===== src/assert_macros.svh =====
// ----------------------------------------------------------------------------
// Assertion macros
// Shared concurrent assertion wrappers for the timer table RTL.
// ----------------------------------------------------------------------------
`ifndef ASSERT_MACROS_SVH
`define ASSERT_MACROS_SVH

// Clocked check, skipped while reset is asserted.
`define STT_ASSERT(name, clk, rst_n, prop) \
  name: assert property (@(posedge clk) disable iff (!(rst_n)) (prop)) \
    else $error("%m: check failed");

// Clocked check that also holds during reset.
`define STT_ASSERT_ALWAYS(name, clk, prop) \
  name: assert property (@(posedge clk) (prop)) \
    else $error("%m: check failed");

`endif


===== src/stt_pkg.sv =====
// ----------------------------------------------------------------------------
// stt_pkg
// Types and constants of the software timer table.
// ----------------------------------------------------------------------------
package stt_pkg;

  localparam int MaxTasks  = 16;
  localparam int SlotW     = $clog2(MaxTasks);
  localparam int IdW       = 4;
  localparam int TimeW     = 32;
  localparam int CmdW      = 2;

  typedef enum logic [CmdW-1:0] {
    CMD_SCHEDULE = 2'd0,
    CMD_CANCEL   = 2'd1,
    CMD_TICK     = 2'd2
  } cmd_e;

  typedef enum logic [3:0] {
    ST_IDLE  = 4'b0001,
    ST_APPLY = 4'b0010,
    ST_SCAN  = 4'b0100,
    ST_EMIT  = 4'b1000
  } state_e;

  typedef struct packed {
    logic [CmdW-1:0]  cmd;
    logic [IdW-1:0]   task_id;
    logic [TimeW-1:0] offset_ms;
    logic [TimeW-1:0] now_ms;
  } stt_in_t;

  typedef struct packed {
    logic             fired_valid;
    logic [IdW-1:0]   fired_id;
    logic             last;
    logic             next_valid;
    logic [IdW-1:0]   next_id;
    logic [TimeW-1:0] next_deadline;
  } stt_out_t;

  // Control from the sequencer to the scan unit.
  typedef struct packed {
    logic             clear;
    logic             step;
    logic             tick;
    logic [SlotW-1:0] slot;
  } scan_ctrl_t;

  // Earliest armed slot found so far.
  typedef struct packed {
    logic             valid;
    logic [SlotW-1:0] id;
    logic [TimeW-1:0] deadline;
  } next_t;

endpackage


===== src/stt_ram.sv =====
// ----------------------------------------------------------------------------
// stt_ram
// Generic single-port-write, single-port-read RAM with registered read data.
// ----------------------------------------------------------------------------
module stt_ram #(
  parameter int Width = 32,
  parameter int Depth = 16
) (
  input  logic                     clk_i,
  input  logic                     we_i,
  input  logic [$clog2(Depth)-1:0] waddr_i,
  input  logic [Width-1:0]         wdata_i,
  input  logic [$clog2(Depth)-1:0] raddr_i,
  output logic [Width-1:0]         rdata_o
);

  logic [Width-1:0] mem_q [Depth];
  logic [Width-1:0] rdata_q;

  always_ff @(posedge clk_i) begin
    if (we_i) begin
      mem_q[waddr_i] <= wdata_i;
    end
    rdata_q <= mem_q[raddr_i];
  end

  assign rdata_o = rdata_q;

endmodule


===== src/stt_scan.sv =====
// ----------------------------------------------------------------------------
// stt_scan
// Shared compare unit: one slot per step, due check against now and running
// search for the earliest armed deadline.
// ----------------------------------------------------------------------------
module stt_scan (
  input  logic                            clk_i,
  input  logic                            rst_ni,
  input  stt_pkg::scan_ctrl_t             ctrl_i,
  input  logic                            armed_i,
  input  logic [stt_pkg::TimeW-1:0]       deadline_i,
  input  logic [stt_pkg::TimeW-1:0]       now_i,
  output logic                            fire_o,
  output stt_pkg::next_t                  best_o
);

  logic                        best_vld_q, best_vld_d;
  logic [stt_pkg::SlotW-1:0]   best_id_q, best_id_d;
  logic [stt_pkg::TimeW-1:0]   best_dl_q, best_dl_d;
  logic                        keep;

  // A slot that fires is freed, so it no longer competes for earliest.
  assign fire_o = ctrl_i.step && ctrl_i.tick && armed_i && (deadline_i <= now_i);
  assign keep   = armed_i && !fire_o;

  always_comb begin
    best_vld_d = best_vld_q;
    best_id_d  = best_id_q;
    best_dl_d  = best_dl_q;
    if (ctrl_i.clear) begin
      best_vld_d = 1'b0;
    end else if (ctrl_i.step && keep && (!best_vld_q || deadline_i < best_dl_q)) begin
      best_vld_d = 1'b1;
      best_id_d  = ctrl_i.slot;
      best_dl_d  = deadline_i;
    end
  end

  always_ff @(posedge clk_i or negedge rst_ni) begin
    if (!rst_ni) begin
      best_vld_q <= 1'b0;
    end else begin
      best_vld_q <= best_vld_d;
    end
  end

  always_ff @(posedge clk_i) begin
    best_id_q <= best_id_d;
    best_dl_q <= best_dl_d;
  end

  assign best_o.valid    = best_vld_q;
  assign best_o.id       = best_vld_q ? best_id_q : '0;
  assign best_o.deadline = best_vld_q ? best_dl_q : '0;

endmodule


===== src/software_timer_table.sv =====
// ----------------------------------------------------------------------------
// software_timer_table
// One-shot timer table with one slot per task id: schedule, cancel and tick
// commands, fired slots reported in slot order with the earliest armed slot.
// ----------------------------------------------------------------------------
//   channel  handshake                 payload
//   in       in_valid_i / in_ready_o   in_i  (cmd, task_id, offset_ms, now_ms)
//   out      out_valid_o / out_ready_i out_o (fired and next-task report)
//
// One item at a time; in_ready_o is high only in idle. Schedule, cancel and the
// unused command first pass the apply state for the slot update. Every item then
// scans all MaxTasks slots through the deadline RAM and the shared compare unit,
// and emits one result per fired slot (one if none fired). Out stalls hold the
// current result. Reset frees every slot; the deadline RAM needs no clearing.
// ----------------------------------------------------------------------------
`include "assert_macros.svh"

module software_timer_table (
  input  logic             clk_i,
  input  logic             rst_ni,
  input  stt_pkg::stt_in_t in_i,
  input  logic             in_valid_i,
  output logic             in_ready_o,
  output stt_pkg::stt_out_t out_o,
  output logic             out_valid_o,
  input  logic             out_ready_i
);

  localparam logic [stt_pkg::SlotW-1:0] LastSlot = stt_pkg::SlotW'(stt_pkg::MaxTasks - 1);

  stt_pkg::state_e               state_q, state_d;
  stt_pkg::stt_in_t              item_q, item_d;
  logic [stt_pkg::MaxTasks-1:0]  armed_q, armed_d;
  logic [stt_pkg::MaxTasks-1:0]  mask_q, mask_d;
  logic [stt_pkg::SlotW-1:0]     iss_q, iss_d;
  logic                          iss_done_q, iss_done_d;
  logic                          proc_vld_q, proc_vld_d;
  logic [stt_pkg::SlotW-1:0]     proc_idx_q, proc_idx_d;

  logic                          ram_we;
  logic [stt_pkg::SlotW-1:0]     ram_waddr;
  logic [stt_pkg::SlotW-1:0]     ram_raddr;
  logic [stt_pkg::TimeW-1:0]     ram_rdata;
  logic [stt_pkg::TimeW:0]       sum_ext;
  logic [stt_pkg::TimeW-1:0]     sat_sum;
  logic                          id_ok;

  stt_pkg::scan_ctrl_t           scan_ctrl;
  stt_pkg::next_t                best;
  logic                          fire;

  logic [stt_pkg::SlotW-1:0]     fire_id;
  logic                          out_last;

  // Saturating deadline: now + offset, clamp on carry out.
  assign sum_ext = {1'b0, item_q.now_ms} + {1'b0, item_q.offset_ms};
  assign sat_sum = sum_ext[stt_pkg::TimeW] ? '1 : sum_ext[stt_pkg::TimeW-1:0];
  assign id_ok   = int'(item_q.task_id) < stt_pkg::MaxTasks;

  assign ram_waddr = item_q.task_id[stt_pkg::SlotW-1:0];

  always_comb begin
    state_d         = state_q;
    item_d          = item_q;
    armed_d         = armed_q;
    mask_d          = mask_q;
    iss_d           = iss_q;
    iss_done_d      = iss_done_q;
    proc_vld_d      = 1'b0;
    proc_idx_d      = proc_idx_q;
    ram_we          = 1'b0;
    ram_raddr       = iss_q;
    scan_ctrl.clear = 1'b0;
    scan_ctrl.step  = 1'b0;
    scan_ctrl.tick  = (stt_pkg::cmd_e'(item_q.cmd) == stt_pkg::CMD_TICK);
    scan_ctrl.slot  = proc_idx_q;

    case (state_q)
      stt_pkg::ST_IDLE: begin
        if (in_valid_i) begin
          item_d          = in_i;
          mask_d          = '0;
          iss_d           = '0;
          iss_done_d      = 1'b0;
          scan_ctrl.clear = 1'b1;
          state_d = (stt_pkg::cmd_e'(in_i.cmd) == stt_pkg::CMD_TICK) ?
                    stt_pkg::ST_SCAN : stt_pkg::ST_APPLY;
        end
      end
      stt_pkg::ST_APPLY: begin
        if (id_ok) begin
          case (stt_pkg::cmd_e'(item_q.cmd))
            stt_pkg::CMD_SCHEDULE: begin
              ram_we             = 1'b1;
              armed_d[ram_waddr] = 1'b1;
            end
            stt_pkg::CMD_CANCEL: begin
              armed_d[ram_waddr] = 1'b0;
            end
            default: begin
            end
          endcase
        end
        state_d = stt_pkg::ST_SCAN;
      end
      stt_pkg::ST_SCAN: begin
        // Issue one RAM read per cycle; process the slot read last cycle.
        if (!iss_done_q) begin
          proc_vld_d = 1'b1;
          proc_idx_d = iss_q;
          iss_d      = iss_q + stt_pkg::SlotW'(1);
          if (iss_q == LastSlot) begin
            iss_done_d = 1'b1;
          end
        end
        if (proc_vld_q) begin
          scan_ctrl.step = 1'b1;
          if (fire) begin
            armed_d[proc_idx_q] = 1'b0;
            mask_d[proc_idx_q]  = 1'b1;
          end
          if (proc_idx_q == LastSlot) begin
            state_d = stt_pkg::ST_EMIT;
          end
        end
      end
      stt_pkg::ST_EMIT: begin
        if (out_ready_i) begin
          // Drop the lowest fired slot just reported.
          mask_d = mask_q & (mask_q - stt_pkg::MaxTasks'(1));
          if (out_last) begin
            state_d = stt_pkg::ST_IDLE;
          end
        end
      end
      default: begin
        state_d = stt_pkg::ST_IDLE;
      end
    endcase
  end

  always_ff @(posedge clk_i or negedge rst_ni) begin
    if (!rst_ni) begin
      state_q    <= stt_pkg::ST_IDLE;
      armed_q    <= '0;
      mask_q     <= '0;
      iss_q      <= '0;
      iss_done_q <= 1'b0;
      proc_vld_q <= 1'b0;
      proc_idx_q <= '0;
    end else begin
      state_q    <= state_d;
      armed_q    <= armed_d;
      mask_q     <= mask_d;
      iss_q      <= iss_d;
      iss_done_q <= iss_done_d;
      proc_vld_q <= proc_vld_d;
      proc_idx_q <= proc_idx_d;
    end
  end

  always_ff @(posedge clk_i) begin
    item_q <= item_d;
  end

  stt_ram #(
    .Width (stt_pkg::TimeW),
    .Depth (stt_pkg::MaxTasks)
  ) u_deadline_ram (
    .clk_i   (clk_i),
    .we_i    (ram_we),
    .waddr_i (ram_waddr),
    .wdata_i (sat_sum),
    .raddr_i (ram_raddr),
    .rdata_o (ram_rdata)
  );

  stt_scan u_scan (
    .clk_i      (clk_i),
    .rst_ni     (rst_ni),
    .ctrl_i     (scan_ctrl),
    .armed_i    (armed_q[proc_idx_q]),
    .deadline_i (ram_rdata),
    .now_i      (item_q.now_ms),
    .fire_o     (fire),
    .best_o     (best)
  );

  // Lowest fired slot still to report.
  always_comb begin
    fire_id = '0;
    for (int i = stt_pkg::MaxTasks - 1; i >= 0; i--) begin
      if (mask_q[i]) begin
        fire_id = stt_pkg::SlotW'(i);
      end
    end
  end

  assign out_last = ~|(mask_q & (mask_q - stt_pkg::MaxTasks'(1)));

  assign in_ready_o          = (state_q == stt_pkg::ST_IDLE);
  assign out_valid_o         = (state_q == stt_pkg::ST_EMIT);
  assign out_o.fired_valid   = |mask_q;
  assign out_o.fired_id      = stt_pkg::IdW'(fire_id);
  assign out_o.last          = out_last;
  assign out_o.next_valid    = best.valid;
  assign out_o.next_id       = stt_pkg::IdW'(best.id);
  assign out_o.next_deadline = best.deadline;

  `STT_ASSERT(a_no_overlap, clk_i, rst_ni, !(out_valid_o && in_ready_o))
  `STT_ASSERT(a_fired_freed, clk_i, rst_ni,
    out_valid_o && out_o.fired_valid |-> !armed_q[out_o.fired_id[stt_pkg::SlotW-1:0]])
  `STT_ASSERT(a_next_armed, clk_i, rst_ni,
    out_valid_o && out_o.next_valid |-> armed_q[out_o.next_id[stt_pkg::SlotW-1:0]])
  `STT_ASSERT(a_last_to_idle, clk_i, rst_ni,
    out_valid_o && out_ready_i && out_o.last |=> in_ready_o)

endmodule


===== config.mk =====
export PLATFORM = sky130hd
export DESIGN_NAME = software_timer_table
export DESIGN_NICKNAME = d
export VERILOG_FILES = /design/src/stt_pkg.sv /design/src/stt_ram.sv /design/src/stt_scan.sv /design/src/software_timer_table.sv
export VERILOG_INCLUDE_DIRS = /design/src /design/src/src
export SDC_FILE = /design/constraint.sdc
export NUM_CORES = 1
export LEC_CHECK = 0
export BUFFER_PORTS_ARGS = -buffer_cell sky130_fd_sc_hd__clkbuf_2
export CORE_AREA = 4 4 277 279
export CTS_BUF_LIST = sky130_fd_sc_hd__clkbuf_8 sky130_fd_sc_hd__clkbuf_16
export DETAILED_ROUTE_END_ITERATION = 8
export DIE_AREA = 0 0 281 283
export GPL_TIMING_DRIVEN = 1
export MAX_ROUTING_LAYER = met4
export PLACE_DENSITY = 0.61
export SLEW_MARGIN = 30
export SYNTH_ARGS = -nofsm -noshare
export SYNTH_HDL_FRONTEND = slang
export SYNTH_HIERARCHICAL = 1
export SYNTH_SLANG_ARGS = --single-unit

===== constraint.sdc =====
create_clock -name clk_i -period 12.8 [get_ports clk_i]
set_clock_uncertainty 0.15 [all_clocks]
set_input_delay 3.84 -clock clk_i [delete_from_list [all_inputs] [get_ports clk_i]]
set_output_delay 3.84 -clock clk_i [all_outputs]
set_load 0.03 [all_outputs]

==> flow_summary.json, run 1 <==
{
  "status": "complete, no violations",
  "start_util": 0.396,
  "synth_seq_cells": 697,
  "grt_antenna_before_repair": 1,
  "dp_hpwl_um": 43100,
  "ant_nets": 0,
  "setup_ws_ps": 5940,
  "vdd_drop_max_uv": 87.3,
  "ctsResizeCount": 0,
  "place_area_um2": 31300,
  "pre_cts_ws_ps": 6580,
  "clk_latency_ps": 610,
  "nets": 2116,
  "rr_worst_depth": 10,
  "cp-start-kind": "flop",
  "slew_headroom": 0.387,
  "core_um2": 74200,
  "final_cells": 2971,
  "cts_htree_levels": 3,
  "overflow": 0,
  "die-area_um2": 79500,
  "fmax_mhz": 146,
  "cts_tree": "built",
  "hold_path.class": "flop to flop",
  "tightest_slew_ps": 920,
  "synth_edf_count": 618,
  "yosys_warnings": 6,
  "r2r-start": "item_q[0]",
  "vias_per_cell": 5.59,
  "p_per_area_nw_per_um2": 192,
  "die_h_um": 283,
  "grt_pass1_wl_um": 106000,
  "rsz0062_at_grt": "false",
  "hp-start": "u_deadline_ram/rdata_o[0]",
  "drc": 0,
  "clkTransAtPathRegs_ps": 60,
  "worst_hold_slack_ps": 301,
  "critPathMaxFanout": 6,
  "synth_flop_cell": "edfxtp_1",
  "critPathArrivalTime_ps": 2870,
  "path_class": "flop to output port",
  "power.leakage_nw": 11.6,
  "syn_avg_cell_area_um2": 16.4,
  "finalPower_mw": 6.44,
  "drt_wl_total_um": 71100,
  "synth.distinct_cells": 83,
  "layout-drive-gt1-share": 0.221,
  "dpl.cell_count": 2841,
  "whs_path_depth": 0,
  "postSynthCellCount": 1795,
  "synthArstFlopShare": 0.0674,
  "synthesis.area_um2": 29400,
  "required_ps": 8810,
  "firstDrtPassIters": 7,
  "fill_cells": 6378,
  "portBuffers": 118,
  "clock-sinks": 697,
  "num_vias": 16595,
  "endpoint_kind": "output port",
  "synth_fp_nets": 1966,
  "regToRegEndpoint": "u_deadline_ram/mem_q[8][7]",
  "hold_path_end": "u_scan/best_dl_q[0]",
  "finalSetupViolCount": 0,
  "grtUsageTotal": 0.183,
  "drv_slew": 0,
  "final_util": 0.453,
  "num_rows": 100,
  "ys_seq_area_frac": 0.693,
  "wl_per_cell_um": 23.9,
  "synthToLayoutAreaGrowth_pct": 14.3,
  "grt_max_degree": 94,
  "cts_setup_buffers": 0,
  "ctsLongestPathBuffers": 3,
  "grt_pass1_vias": 16730,
  "layout_min_cycle_time_ps": 6860,
  "cts_root_buf": "clkbuf_16",
  "die_w_um": 281,
  "cts_buffers": 71,
  "gp_congestion": 0.833,
  "final.setup.tns_ps": 0,
  "ctsHoldBuffers": 0,
  "pin_count": 119,
  "drt_iter0_drc": 1392,
  "rrSetupSlack_ps": 8610,
  "fin_crit_sh": 0.536,
  "stdcell_area_um2": 33600,
  "hold_viol": 0,
  "antenna_cells": 0,
  "drv_cap": 0
}
power breakdown:
| part | total (mW) | internal, mW | switching (mW) | leakage (nW) |
|---|---|---|---|---|
| sequential | 3.07 | 2.95 | 0.117 | 6.44 |
| clock | 2.06 | 1.21 | 0.847 | 1.22 |
| combinational | 1.31 | 0.438 | 0.876 | 3.99 |
cells in the final DEF (no fill, tap or decap), types with 4 or more instances in the layout:
cell,instances
a22oi_1,65
o21a_1,7
o22ai_1,17
mux2_2,5
inv_1,96
xnor2_1,16
clkinv_1,8
dfxtp_1,32
nor2_1,89
xor2_1,13
nor3_2,5
a21oi_1,92
ha_1,96
nor2b_1,9
o21ai_0,52
a211oi_1,5
o31ai_1,5
edfxtp_1,618
bufinv_16,7
o21bai_1,9
or2_2,4
o21ai_1,5
nand4_1,17
nor2_4,13
o21ai_2,4
clkinv_2,13
o211ai_1,4
clkbuf_16,75
buf_4,27
nor3_1,15
nand2b_1,21
mux4_2,133
a21o_1,18
nand2_1,128
clkbuf_2,118
and2_1,8
nand3_1,18
or3_1,6
dfrtp_1,44
per-layer routing:
metal  track usage  wire length (µm)  vias up
met5             -                 0        -
met4        0.0488              1410        0
met3        0.0217              4130      101
met2         0.289             34600      542
met1         0.254             31000     8587
li1              -                 -     7365
cells by family (layout without fill, tap and decap cells):
family,count (synthesis),in the layout,synth area share
mux,138,138,0.104
xor+xnor,29,29,0.00864
flops,697,697,0.693
buf+inv,150,357,0.0218
simple gates,360,360,0.0588
fa+ha+maj,98,98,0.0419
compound gates,323,323,0.0722
registers in the layout, summed over array words and instances, names as in the netlist, named ones only:
signal / cells
mask_q: 16
u_scan/best_dl_q: 32
u_scan/best_id_q: 4
u_deadline_ram/rdata_o: 32
proc_vld_q: 1
item_q: 66
iss_q: 4
proc_idx_q: 4
u_deadline_ram/mem_q: 512
iss_done_q: 1
ram_waddr: 4
state_q: 4
u_scan/best_vld_q: 1
layout make-up:
class / count / area [µm²] / share of cell area
inverters: 80 / 302 / 0.00897
multi-input cells: 948 / 8530 / 0.254
clock inverters: 53 / 438 / 0.0130
flip-flops and latches: 697 / 20400 / 0.607
repair buffers: 147 / 828 / 0.0247
well taps: 969 / 1210 / 0.0361
clock buffers: 77 / 1900 / 0.0567
how the worst max path moves through the flow:
stage	from	endpoint	slack (ps)	depth (start not counted)
global placement	in_valid_i	u_scan/best_dl_q[24]	6510	6
CTS	mask_q[2]	out_o[37]	5910	7
finish	mask_q[2]	out_o[37]	5940	7
global route	mask_q[2]	out_o[37]	5760	7
floorplan	in_valid_i	u_scan/best_dl_q[0]	5620	5
detailed placement	mask_q[2]	out_o[37]	6580	7
worst max-delay path, stage by stage (launching register included):
cell      delay (ps)
dfrtp_1          430
nor4_4           400
nand3_2          190
or3_4            440
nor4_4           160
nor3_1           100
nor3_2           270
clkbuf_2         260
Yosys cell counts, types with 32 or more instances:
library cell / count / area, µm²
dfrtp_1: 46 / 1150
nor2_1: 102 / 383
inv_1: 79 / 297
a22oi_1: 65 / 488
edfxtp_1: 618 / 18600
o21ai_0: 52 / 260
nand2_1: 128 / 480
ha_1: 96 / 1200
dfxtp_1: 32 / 641
a21oi_1: 92 / 460
clkbuf_1: 34 / 128
mux4_2: 133 / 3000
Note: power is estimated with default switching activity, not from simulation.
==> inputs of run 2 (changes only) <==
--- a/config.mk
+++ b/config.mk
@@ -6,11 +6,12 @@
 export SDC_FILE = /design/constraint.sdc
 export NUM_CORES = 1
 export LEC_CHECK = 0
+export ABC_AREA = 1
 export BUFFER_PORTS_ARGS = -buffer_cell sky130_fd_sc_hd__clkbuf_2
-export CORE_AREA = 4 4 277 279
+export CORE_AREA = 4 4 293 295
 export CTS_BUF_LIST = sky130_fd_sc_hd__clkbuf_8 sky130_fd_sc_hd__clkbuf_16
 export DETAILED_ROUTE_END_ITERATION = 8
-export DIE_AREA = 0 0 281 283
+export DIE_AREA = 0 0 297 299
 export GPL_TIMING_DRIVEN = 1
 export MAX_ROUTING_LAYER = met4
 export PLACE_DENSITY = 0.61
==> constraint.sdc (replaced) <==
create_clock -name clk_i -period 6.7 [get_ports clk_i]
set_clock_uncertainty 0.15 [all_clocks]
set_input_delay 2.01 -clock clk_i [delete_from_list [all_inputs] [get_ports clk_i]]
set_output_delay 2.01 -clock clk_i [all_outputs]
set_load 0.03 [all_outputs]
==> run 2 against run 1 <==
Compared with the run above: global-route usage rose by 1.6 points; synthesized cell count grew 90%; wire length rose by 23%; die area is 12% higher; sequential share of layout area down 5.6 points.
==> flow_summary.json, run 2 <==
{
  "status": "complete, no violations",
  "path_class": "flop to output port",
  "top_regs": "u_deadline_ram/mem_q: 512 flops, item_q: 66 flops",
  "drt_iter0_drc": 1988,
  "synth.distinct_cells": 54,
  "dp_hpwl_um": 52200,
  "die_h_um": 299,
  "final.setup.tns_ps": 0,
  "syn_avg_cell_area_um2": 9.72,
  "postSynthCellCount": 3405,
  "antenna_cells": 0,
  "required_ps": 4540,
  "cp-start-kind": "flop",
  "regToRegEndpoint": "u_deadline_ram/mem_q[14][27]",
  "sw_frac_of_total": 0.358,
  "dpl.cell_count": 4514,
  "crit_chain": "nor2_1 -> nand2_2 -> nor2_4 -> nand2_1 -> o21ai_0 -> nand2_1 -> nor2_1 -> nand3_1 -> inv_1 -> clkbuf_2",
  "gp_congestion": 0.927,
  "overflow": 0,
  "whs_path_depth": 0,
  "p_sw_mw": 5.14,
  "power.leakage_nw": 16.4,
  "largest_register_ffs": 512,
  "rrSetupSlack_ps": 2710,
  "rsz0062_at_grt": "false",
  "setup_ws_ps": 2010,
  "final_common_cell": "nand2_1",
  "cts_tree": "built",
  "cts_buffers": 72,
  "mostFrequentLayoutCells": "970 x nand2_1, 660 x inv_1, 618 x edfxtp_1, 435 x nand3_1, 118 x clkbuf_2",
  "num_vias": 23224,
  "final_cells": 4647,
  "grt_pass1_vias": 22068,
  "p_int_mw": 9.23,
  "critPathMaxFanout": 6,
  "pwr-share-comb": 0.296,
  "num_rows": 106,
  "r2r-start": "item_q[0]",
  "pre_cts_ws_ps": 2680,
  "drv_cap": 0,
  "start_util": 0.398,
  "core_um2": 83200,
  "finalSetupViolCount": 0,
  "p_clk_frac": 0.280,
  "yosysTopAreaCellShare": 0.561,
  "endpoint_kind": "output port",
  "yosysMostFrequentCell": "nand2_1",
  "cts_htree_levels": 3,
  "fmax_mhz": 213,
  "ctsLongestPathBuffers": 3,
  "die-area_um2": 88800,
  "synth_fp_nets": 3576,
  "synth_largest_area_cell": "edfxtp_1",
  "fin_crit_sh": 0.700,
  "pin_count": 119,
  "ctsHoldBuffers": 0,
  "ys_seq_area_frac": 0.616,
  "drc": 0,
  "critPathMaxStageDelay_ps": 400,
  "p_seq_frac": 0.424,
  "synth_common_cells": "970 x nand2_1, 645 x inv_1, 618 x edfxtp_1, 435 x nand3_1, 111 x nor2_1",
  "cts_root_buf": "clkbuf_16",
  "clkTransAtPathRegs_ps": 60,
  "synth_edf_count": 618,
  "rr_worst_depth": 11,
  "synthArstFlopShare": 0.0674,
  "layout-drive-gt1-share": 0.0953,
  "clock-sinks": 697,
  "hold_viol": 0,
  "grt_pass1_wl_um": 132000,
  "hold_path_end": "u_scan/best_dl_q[0]",
  "nets": 3680,
  "die_w_um": 297,
  "synthTopCellsByArea": "edfxtp_1 56%, nand2_1 11%, inv_1 7.3%",
  "portBuffers": 118,
  "layout_min_cycle_time_ps": 4690,
  "grtUsageTotal": 0.199,
  "ctsResizeCount": 0,
  "drv_slew": 0,
  "tightest_slew_ps": 977,
  "cp_slowest_cell": "dfrtp_1",
  "grt_max_degree": 146,
  "critPathArrivalTime_ps": 2530,
  "synthesis.area_um2": 33100,
  "worst_hold_slack_ps": 315,
  "regMostFlops": "u_deadline_ram/mem_q",
  "hp-start": "u_deadline_ram/rdata_o[0]",
  "synth_flop_cell": "edfxtp_1",
  "cts_setup_buffers": 0,
  "yosys_warnings": 6,
  "firstDrtPassIters": 6,
  "p_per_area_nw_per_um2": 388,
  "wl_per_cell_um": 18.8,
  "drt_wl_total_um": 87400,
  "synth_seq_cells": 697,
  "vias_per_cell": 5.00,
  "vdd_drop_max_uv": 211,
  "slew_headroom": 0.349,
  "hold_path.class": "flop to flop",
  "ant_nets": 0,
  "grt_antenna_before_repair": 4,
  "synthToLayoutAreaGrowth_pct": 11.9,
  "clk_latency_ps": 620
}
==> run 2: worst max-delay path, delay by kind of cell (launching register included) <==
family | cells | cell delay [ps]
AOI/OAI and AO/OA | 1 | 240
DFF | 1 | 400
and+or+nand+nor | 7 | 990
buffers and inverters | 2 | 300
==> run 2: power groups by stage <==
stage | clock, mW | sequential [mW] | combinational, mW
floorplan | 0 | 5.96 | 3.11
global placement | 0 | 6.17 | 4.20
detailed placement | 0 | 6.18 | 4.22
CTS | 4.09 | 6.09 | 4.24
global route | 4.29 | 6.13 | 4.76
finish | 4.02 | 6.09 | 4.26
==> run 2: final cells by class <==
class                      instances  area (µm²)
sequential                       697       20400
multi-input combinational       1929        9570
tap                             1080        1350
clock inverter                    46         360
fill                            7762       46100
inverter                         658        2480
timing repair buffer             151         867
clock buffer                      86        2030
==> run 2: logic make-up after synthesis <==
family	share of synthesized area
AO/OA/AOI/OAI	0.0406
adder cells (fa/ha/maj)	0.0369
flip-flops	0.616
XOR/XNOR	0.00370
AND/OR/NAND/NOR	0.204
buffers and inverters	0.0992
==> run 2: how the worst max path moves through the flow <==
stage | startpoint | to | slack, ps | depth (start not counted)
3_5_place_dp | mask_q[1] | out_o[37] | 2680 | 10
4_1_cts | mask_q[1] | out_o[37] | 2030 | 10
2_1_floorplan | in_valid_i | iss_q[2] | 410 | 7
6_report | mask_q[1] | out_o[37] | 2010 | 10
5_1_grt | mask_q[0] | out_o[37] | 1800 | 10
3_3_place_gp | mask_q[1] | out_o[37] | 2730 | 10
==> run 2: routing by layer <==
metal	vias to the layer above	track usage	wire length, µm
met5	-	-	0
met4	0	0.0623	2410
met3	173	0.0267	5900
met2	788	0.328	42000
met1	11003	0.257	37100
li1	11260	-	-
==> run 2: through the flow <==
step | utilization | cell area [µm²] | total power [mW]
2_1_floorplan | - | 33100 | 9.07
3_3_place_gp | 0.416 | 34600 | 10.4
3_5_place_dp | 0.416 | 34600 | 10.4
4_1_cts | 0.445 | 37000 | 14.4
5_1_grt | 0.445 | 37000 | 15.2
6_report | 0.445 | 37000 | 14.4
==> inputs of run 3 (changes only) <==
--- a/config.mk
+++ b/config.mk
@@ -6,12 +6,12 @@
 export SDC_FILE = /design/constraint.sdc
 export NUM_CORES = 1
 export LEC_CHECK = 0
-export ABC_AREA = 1
+export ABC_AREA = 0
 export BUFFER_PORTS_ARGS = -buffer_cell sky130_fd_sc_hd__clkbuf_2
-export CORE_AREA = 4 4 293 295
+export CORE_AREA = 4 4 277 279
 export CTS_BUF_LIST = sky130_fd_sc_hd__clkbuf_8 sky130_fd_sc_hd__clkbuf_16
 export DETAILED_ROUTE_END_ITERATION = 8
-export DIE_AREA = 0 0 297 299
+export DIE_AREA = 0 0 281 283
 export GPL_TIMING_DRIVEN = 1
 export MAX_ROUTING_LAYER = met4
 export PLACE_DENSITY = 0.61
==> constraint.sdc (replaced) <==
create_clock -name clk_i -period 4.5 [get_ports clk_i]
set_clock_uncertainty 0.15 [all_clocks]
set_input_delay 1.35 -clock clk_i [delete_from_list [all_inputs] [get_ports clk_i]]
set_output_delay 1.35 -clock clk_i [all_outputs]
set_load 0.03 [all_outputs]
==> run 3 against run 2 <==
Compared with the run above: sequential power rose by 43%; core utilization is 0.86 points higher; critical path type unchanged; final area decreased by 9.1%; combinational power fell by 11%.
==> flow_summary.json, run 3 (same netlist as run 1, synthesis figures left out) <==
{
  "drv_cap": 0,
  "required_ps": 3000,
  "p_sw_mw": 5.33,
  "grt_max_degree": 60,
  "setup_ws_ps": 132,
  "ctsResizeCount": 0,
  "clkTransAtPathRegs_ps": 60,
  "num_rows": 100,
  "clk_latency_ps": 610,
  "pre_cts_ws_ps": 367,
  "die_h_um": 283,
  "die-area_um2": 79500,
  "regMostFlops": "u_deadline_ram/mem_q",
  "ctsLongestPathBuffers": 3,
  "layout-drive-gt1-share": 0.224,
  "pwr-share-comb": 0.209,
  "sw_frac_of_total": 0.293,
  "wl_per_cell_um": 24.0,
  "cp-start-kind": "flop",
  "cts_root_buf": "clkbuf_16",
  "grt_antenna_before_repair": 5,
  "firstDrtPassIters": 5,
  "num_vias": 16605,
  "fmax_mhz": 229,
  "critPathMaxFanout": 6,
  "portBuffers": 118,
  "ant_nets": 0,
  "layout_min_cycle_time_ps": 4370,
  "p_per_area_nw_per_um2": 540,
  "p_clk_frac": 0.313,
  "critPathMaxStageDelay_ps": 440,
  "status": "complete, no violations",
  "final_cells": 2980,
  "clock-sinks": 697,
  "multi_input_comb_area_um2": 8540,
  "fill_cells": 6384,
  "critPathArrivalTime_ps": 2870,
  "pin_count": 119,
  "nets": 2123,
  "rrSetupSlack_ps": 420,
  "vias_per_cell": 5.57,
  "seqCellArea_um2": 20400,
  "final_common_cell": "edfxtp_1",
  "dpl.cell_count": 2849,
  "gp_congestion": 0.864,
  "cts_setup_buffers": 0,
  "grt_pass1_vias": 16850,
  "worst_hold_slack_ps": 334,
  "mostFrequentLayoutCells": "618 x edfxtp_1, 133 x mux4_2, 128 x nand2_1, 118 x clkbuf_2, 96 x ha_1",
  "drt_iter0_drc": 1565,
  "crit_top_cell": "nor4_4",
  "hold_path.class": "flop to flop",
  "finalPower_mw": 18.2,
  "final.setup.tns_ps": 0,
  "drc": 0,
  "slew_headroom": 0.370,
  "start_util": 0.396,
  "vdd_drop_max_uv": 346,
  "path_class": "flop to output port",
  "fin_crit_sh": 0.971,
  "grt_pass1_wl_um": 107000,
  "top_regs": "u_deadline_ram/mem_q: 512 flops, item_q: 66 flops",
  "grtUsageTotal": 0.184,
  "p_int_mw": 12.9,
  "overflow": 0,
  "synthToLayoutAreaGrowth_pct": 14.6,
  "cp_slowest_cell": "dfrtp_1",
  "largest_register_ffs": 512,
  "finalSetupViolCount": 0,
  "ctsHoldBuffers": 0,
  "hold_viol": 0,
  "cts_tree": "built",
  "dp_hpwl_um": 44000,
  "crit_chain": "nor4_4 -> nand3_2 -> or3_4 -> nor4_4 -> nor3_1 -> nor3_2 -> clkbuf_2",
  "endpoint_kind": "output port",
  "rsz0062_at_grt": "false",
  "core_um2": 74200,
  "drt_wl_total_um": 71600,
  "drv_slew": 0,
  "p_seq_frac": 0.478,
  "cts_buffers": 70,
  "power.leakage_nw": 11.7,
  "cts_htree_levels": 3,
  "die_w_um": 281,
  "tightest_slew_ps": 943
}
[run 3: path summary, 6_finish.rpt]
kind	startpoint	to	cells past startpoint
setup / recovery	mask_q[2]	out_o[37]	7
hold / removal	flop	flop	2
setup reg to reg	item_q[0]	u_deadline_ram/mem_q[1][3]	10
hold reg to reg	flop	flop	2
max in group asynchronous	rst_ni	mask_q[6]	2
min in group asynchronous	rst_ni	async pin	1
[run 3: critical path: cells and delay by family (launching register included)]
| kind | cells | cell delay, ps |
|---|---|---|
| buf+inv | 1 | 260 |
| flops | 1 | 440 |
| simple gates | 6 | 1540 |
[run 3: power groups by stage]
stage                     combinational [mW]  clock [mW]  sequential, mW
final                                   3.80        5.70            8.70
after global routing                    4.21        6.10            8.75
after floorplan                         2.73           0            8.63
after CTS                               3.80        5.83            8.71
after detailed placement                3.78           0            8.84
after global placement                  3.63           0            8.82
[run 3: area by class of cell]
| type | count | share of cell area |
|---|---|---|
| clock inverter | 57 | 0.0153 |
| tap | 969 | 0.0360 |
| inverter | 80 | 0.00895 |
| clock buffer | 71 | 0.0524 |
| multi-input combinational | 948 | 0.253 |
| timing repair buffer | 155 | 0.0287 |
| antenna | 3 | 0.000223 |
| sequential | 697 | 0.605 |
[run 3: per-layer routing]
| metal | GRT usage | up-vias | wire [µm] |
|---|---|---|---|
| met5 | - | - | 0 |
| met4 | 0.0473 | 0 | 1370 |
| met3 | 0.0329 | 91 | 5170 |
| met2 | 0.291 | 601 | 34700 |
| met1 | 0.248 | 8556 | 30400 |
| li1 | - | 7357 | - |
[run 3: through the flow]
| stage | util | cell area, µm² |
|---|---|---|
| floorplan | - | 29400 |
| global placement | 0.423 | 31400 |
| detailed placement | 0.423 | 31400 |
| CTS | 0.454 | 33700 |
| global route | 0.454 | 33700 |
| finish | 0.454 | 33700 |
